File: src/rtl/core/ghgw_pkg.sv
package ghgw_pkg;

    // Node indexes are 4 bits wide, so the graph holds exactly 1 << NODE_W nodes.
    localparam int NODE_W     = 4;
    localparam int NODE_COUNT = 1 << NODE_W;
    localparam int EDGE_DEPTH = NODE_COUNT * NODE_COUNT;
    localparam int EDGE_AW    = 2 * NODE_W;
    localparam int WEIGHT_W   = 16;
    localparam int HEUR_W     = 16;
    localparam int PATH_DEPTH = 32;
    localparam int PATH_AW    = $clog2(PATH_DEPTH);
    localparam int LEN_W      = $clog2(PATH_DEPTH + 1);
    localparam int MAX_MOVES  = PATH_DEPTH - 2;
    localparam int COST_W     = 21;
    localparam int STEPS_W    = 5;
    localparam int MODE_W     = 2;
    localparam int STATUS_W   = 2;
    localparam int CFG_IDX_W  = 2;
    localparam int CFG_DATA_W = 5;

    localparam logic [MODE_W-1:0] MODE_EDGE = 2'd0;
    localparam logic [MODE_W-1:0] MODE_HEUR = 2'd1;
    localparam logic [MODE_W-1:0] MODE_RUN  = 2'd2;

    localparam logic [STATUS_W-1:0] STAT_GOAL  = 2'd0;
    localparam logic [STATUS_W-1:0] STAT_DEAD  = 2'd1;
    localparam logic [STATUS_W-1:0] STAT_LIMIT = 2'd2;

    localparam logic [CFG_IDX_W-1:0] CFG_START = 2'd0;
    localparam logic [CFG_IDX_W-1:0] CFG_GOAL  = 2'd1;
    localparam logic [CFG_IDX_W-1:0] CFG_STEPS = 2'd2;

    localparam logic [NODE_W-1:0]  START_RST = '0;
    localparam logic [NODE_W-1:0]  GOAL_RST  = '0;
    localparam logic [STEPS_W-1:0] STEPS_RST = 5'd30;

    // Commands from the controller to the datapath.
    typedef struct packed {
        logic accept;
        logic issue;
        logic proc;
        logic advance;
        logic end_dead;
        logic end_limit;
        logic latch_final;
        logic emit;
    } t_cmd;

    // Status from the datapath back to the controller.
    typedef struct packed {
        logic run_mode;
        logic goal_hit;
        logic scan_done;
        logic issue_done;
        logic found;
        logic at_limit;
        logic out_free;
        logic emit_last;
    } t_stat;

endpackage

File: src/rtl/core/ghgw_ctrl.sv
module ghgw_ctrl import ghgw_pkg::*; (
    input  logic  i_clk,
    input  logic  i_rst_n,
    input  logic  i_in_valid,
    output logic  o_in_ready,
    input  t_stat i_stat,
    output t_cmd  o_cmd
);

    localparam logic [2:0] S_IDLE   = 3'd0;
    localparam logic [2:0] S_SCAN   = 3'd1;
    localparam logic [2:0] S_DECIDE = 3'd2;
    localparam logic [2:0] S_FINAL  = 3'd3;
    localparam logic [2:0] S_EMIT   = 3'd4;

    logic [2:0] r_state;
    logic [2:0] n_state;

    always_ff @(posedge i_clk) begin
        if (!i_rst_n) begin
            r_state <= S_IDLE;
        end else begin
            r_state <= n_state;
        end
    end

    always_comb begin
        n_state    = r_state;
        o_cmd      = '0;
        o_in_ready = 1'b0;
        case (r_state)
            S_IDLE: begin
                // No word is taken while reset is held.
                o_in_ready   = i_rst_n;
                o_cmd.accept = i_in_valid && i_rst_n;
                if (i_in_valid && i_stat.run_mode) begin
                    n_state = S_SCAN;
                end
            end
            S_SCAN: begin
                o_cmd.issue = !i_stat.issue_done;
                o_cmd.proc  = 1'b1;
                if (i_stat.goal_hit) begin
                    n_state = S_FINAL;
                end else if (i_stat.scan_done) begin
                    n_state = S_DECIDE;
                end
            end
            S_DECIDE: begin
                if (!i_stat.found) begin
                    o_cmd.end_dead = 1'b1;
                    n_state        = S_FINAL;
                end else if (i_stat.at_limit) begin
                    o_cmd.end_limit = 1'b1;
                    n_state         = S_FINAL;
                end else begin
                    o_cmd.advance = 1'b1;
                    n_state       = S_SCAN;
                end
            end
            S_FINAL: begin
                o_cmd.latch_final = 1'b1;
                n_state           = S_EMIT;
            end
            S_EMIT: begin
                o_cmd.emit = i_stat.out_free;
                if (i_stat.out_free && i_stat.emit_last) begin
                    n_state = S_IDLE;
                end
            end
            default: begin
                n_state = S_IDLE;
            end
        endcase
    end

endmodule

File: config.mk
export PLATFORM = sky130hd
export DESIGN_NAME = ghgw_ctrl
export DESIGN_NICKNAME = d
export VERILOG_FILES = /design/src/rtl/core/ghgw_pkg.sv /design/src/rtl/core/ghgw_ctrl.sv
export SDC_FILE = /design/constraint.sdc
export NUM_CORES = 1
export LEC_CHECK = 0
export BUFFER_PORTS_ARGS = -buffer_cell sky130_fd_sc_hd__buf_2
export CAP_MARGIN = 20
export CORE_AREA = 2 2 39 41
export CTS_CLUSTER_SIZE = 28
export DETAILED_ROUTE_END_ITERATION = 7
export DIE_AREA = 0 0 41 43
export PLACE_DENSITY = 0.4
export SLEW_MARGIN = 20
export SYNTH_ARGS = -nofsm -noshare
export SYNTH_HDL_FRONTEND = slang
export SYNTH_SLANG_ARGS = --single-unit
export TNS_END_PERCENT = 20
File: constraint.sdc
create_clock -name i_clk -period 1.7 [get_ports i_clk]
set_input_delay 0.34 -clock i_clk [delete_from_list [all_inputs] [get_ports i_clk]]
set_output_delay 0.34 -clock i_clk [all_outputs]
set_load 0.005 [all_outputs]
==> After elaboration in Yosys (flattened, before gate mapping) <==
Cells that the tools add are included.
W data, S select, Z words.
{ "word_totals": {"ff_bits": 3, "inputBits": 11, "output_inout_bits": 9, "elab_cells": 32} }
{ "op_classes": {"n_eq_ne": 7, "muxes": 18, "n_reduce_logical": 6} }
{ "op_table": {"columns": ["operator", "count"], "rows": [
  ["$mux W3", 6],
  ["$pmux W3 S5", 1],
  ["$mux W1", 9],
  ["$eq A3 B2 Y1 const B", 2],
  ["$mux W2", 2],
  ["$ne A2 B2 Y1 const B", 2],
  ["$eq A3 B1 Y1 const B", 1],
  ["$eq A3 B3 Y1 const B", 1],
  ["$logic_and A1 B1 Y1", 3],
  ["$logic_not A3 Y1", 1],
  ["$ne A3 B3 Y1 const B", 1],
  ["$reduce_and A3 Y1", 1],
  ["$logic_not A1 Y1", 1]
]} }

==> Longest topological paths before layout <==
{ "depth": {"ltp_word": 3, "mapped_depth": 3, "ltp_nobuf": 3} }

==> Worst setup path after synthesis <==
OpenSTA, ideal clock, no wires.
{ "synth_path": {"kind": "reg-to-output", "start": "register r_state[2]", "end": "output o_cmd[7] (netlist name)", "arrival_ps": 818, "t_required_ps": 1360, "path_slack_ps": 542, "stages_incl_launch_ff": 4, "path_buffers": 0, "cell_sequence": "dfxtp_1 -> nand2b_1 -> nor3_2 -> and2_1"} }
{ "synth_rtl": {"columns": ["item", "line_no", "text"], "rows": [
  ["from (decl)", "ghgw_ctrl.sv:16", "logic [2:0] r_state;"],
  ["from (signal assigned)", "ghgw_ctrl.sv:23", "r_state <= n_state;"],
  ["to (decl)", "ghgw_ctrl.sv:7", "output t_cmd o_cmd"]
]} }

==> flow_summary.json <==
{
  "fin_cells": 67,
  "hold_start": "i_rst_n",
  "fin_nets": 63,
  "period_share_pct": 89.5,
  "rows": 14,
  "status": "finished clean",
  "yosys.cell_types.count": 18,
  "diodes": 0,
  "crit_required_ps": 1360,
  "syn_nets": 40,
  "maxCapViolations": 0,
  "numCtsBuffers": 3,
  "wl_per_cell_um": 8.94,
  "yosys.area_share.xor_xnor_pct": 0,
  "yosys.area_share.adder_pct": 0,
  "ctsResizeCount": 0,
  "via_count": 273,
  "core_area_sq_um": 1380,
  "die_h_um": 43,
  "synthSimpleGateAreaFrac_pct": 55.6,
  "synth.area.mux_share_pct": 0,
  "netlist_top_cells_area": "dfxtp_1 (27%), nor2b_1 (8.3%), nor2_1 (6.7%)",
  "synth-edff-count": 0,
  "leakagePower_nw": 0.194,
  "power_mw": 0.268,
  "die_area_sq_um": 1760,
  "slew_headroom_pct": 81.0,
  "cts_root_buf": "clkbuf_4",
  "grt_overflow": 0,
  "drive_gt1_share_pct": 49.0,
  "cp-start-kind": "flip-flop",
  "cts-htree-levels": 1,
  "synth-seq-cells": 3,
  "clock_path_buffers": 2,
  "antenna_found_initial": 0,
  "vias_per_cell": 4.07,
  "rsz0062_at_grt": "no",
  "totalWireLength_um": 599,
  "cts_sinks": 3,
  "critPathCaptureType": "primary output",
  "portBuffers": 19,
  "synth_compound_area_share_pct": 14.4,
  "post_cts_buffers": 0,
  "tightest_slew_ps": 285,
  "largestRegisters": "r_state x3",
  "drtPass1Iterations": 2,
  "timing.hold.ws_ps": 354,
  "layout_min_cycle_time_ps": 1520,
  "layout_common_cells": "buf_2 (19), nor2_1 (4), nor2b_1 (3), clkbuf_4 (3), dfxtp_1 (3)",
  "cp_max_fo": 7,
  "final_common_cell": "buf_2",
  "startpoint": "r_state[2]$_SDFFE_PN0P_",
  "crit_arrival_ps": 1180,
  "gp_congestion": 0.572,
  "synthCells": 29,
  "worst_ir_drop_vdd_mv": 0.211,
  "power_per_cell_area_nw_per_um2": 745,
  "die_w_um": 41,
  "ant_nets": 0,
  "synth_top_family_by_area": "simple AND/OR/NAND/NOR gates",
  "drt_first_iter_violations": 1,
  "cts_tree": "yes",
  "hold_path_class": "in2reg",
  "largest_reg_flops": 3,
  "hold_viol": 0,
  "top_register": "r_state",
  "start_util_pct": 16.3,
  "ys.flop_type": "dfxtp_1",
  "synth_top_area_share_pct": 26.7,
  "dp_cells": 63,
  "final.setup.tns_ps": 0,
  "path_clk_slew_ps": 40,
  "synth.avg_cell_area_sq_um": 7.77,
  "fin_skew_ps": 0.672,
  "yosysWarnings": 0,
  "max_freq_ghz": 0.657,
  "setup_ws_ps": 178,
  "drc": 0,
  "pre_cts_slack_ps": 397,
  "grt_pass1_vias": 248,
  "syn-cell-area_sq_um": 225,
  "syn2layout_area_growth_pct": 59.4,
  "synth_area_leader_cell": "dfxtp_1",
  "grt_max_degree": 8,
  "grt_pass1_wl_um": 862,
  "async_reset_ff_share_pct": 0,
  "setup_viol": 0,
  "ctsHoldBuffers": 0,
  "worstSetupPathType": "reg2out",
  "drv_slew": 0,
  "grtUsageTotal_pct": 7.42,
  "insertion_delay_ps": 230,
  "dp_hpwl_um": 506,
  "r2r_start": "r_state[0]$_SDFFE_PN0P_",
  "ys_seq_area_share_pct": 26.7,
  "ios": 20
}
stage by stage:
stage	instance area [sq um]	util, %
after floorplan	225	-
after global placement	333	24.1
after detailed placement	333	24.1
after CTS	359	25.9
after global routing	359	25.9
final	359	25.9
final cells by class:
cell class | count | area, sq um
multi-input cells | 25 | 158
well taps | 16 | 20.0
repair buffers | 19 | 95.1
flip-flops and latches | 3 | 60.1
clock buffers | 4 | 26.3
fillers | 169 | 1020
layer usage:
| layer | up-vias | GRT usage (%) | share of wire, % |
|---|---|---|---|
| li1 | 144 | - | - |
| met1 | 120 | 6.41 | 37 |
| met2 | 9 | 12.2 | 53 |
| met3 | 0 | 4.71 | 9.3 |
| met4 | 0 | 4.00 | 0 |
| met5 | - | 0 | 0 |
logic make-up (layout without fill, tap and decap cells):
group | count (synthesis) | count (layout)
buf+inv | 1 | 23
simple gates | 20 | 20
flops | 3 | 3
compound gates | 5 | 5
Yosys cell counts, types with 2 or more instances:
cell type / number
a21oi_1: 2
nor2b_1: 3
dfxtp_1: 3
nand2b_1: 2
nand2_1: 2
and3_1: 2
nor2_1: 4
final timing paths:
check	end	slack, ps	depth (start not counted)
max	o_cmd[7]	180	4
min	r_state[2]$_SDFFE_PN0P_	350	2
max reg2reg	r_state[0]$_SDFFE_PN0P_	740	3
min reg2reg	r_state[1]$_SDFFE_PN0P_	570	2
report_power, final:
group / total (mW) / switching (mW) / internal (mW)
clock network: 0.123 / 0.0347 / 0.0878
logic: 0.0598 / 0.0254 / 0.0344
registers: 0.0852 / 0.00943 / 0.0758
total: 0.268 / 0.0695 / 0.198
critical path: stages (launching register included):
cell	delay [ps]
dfxtp_1	420
nand2b_1	200
nor3_2	60
and2_1	160
buf_2	120
No activity file was read; power rests on OpenSTA's default activity.
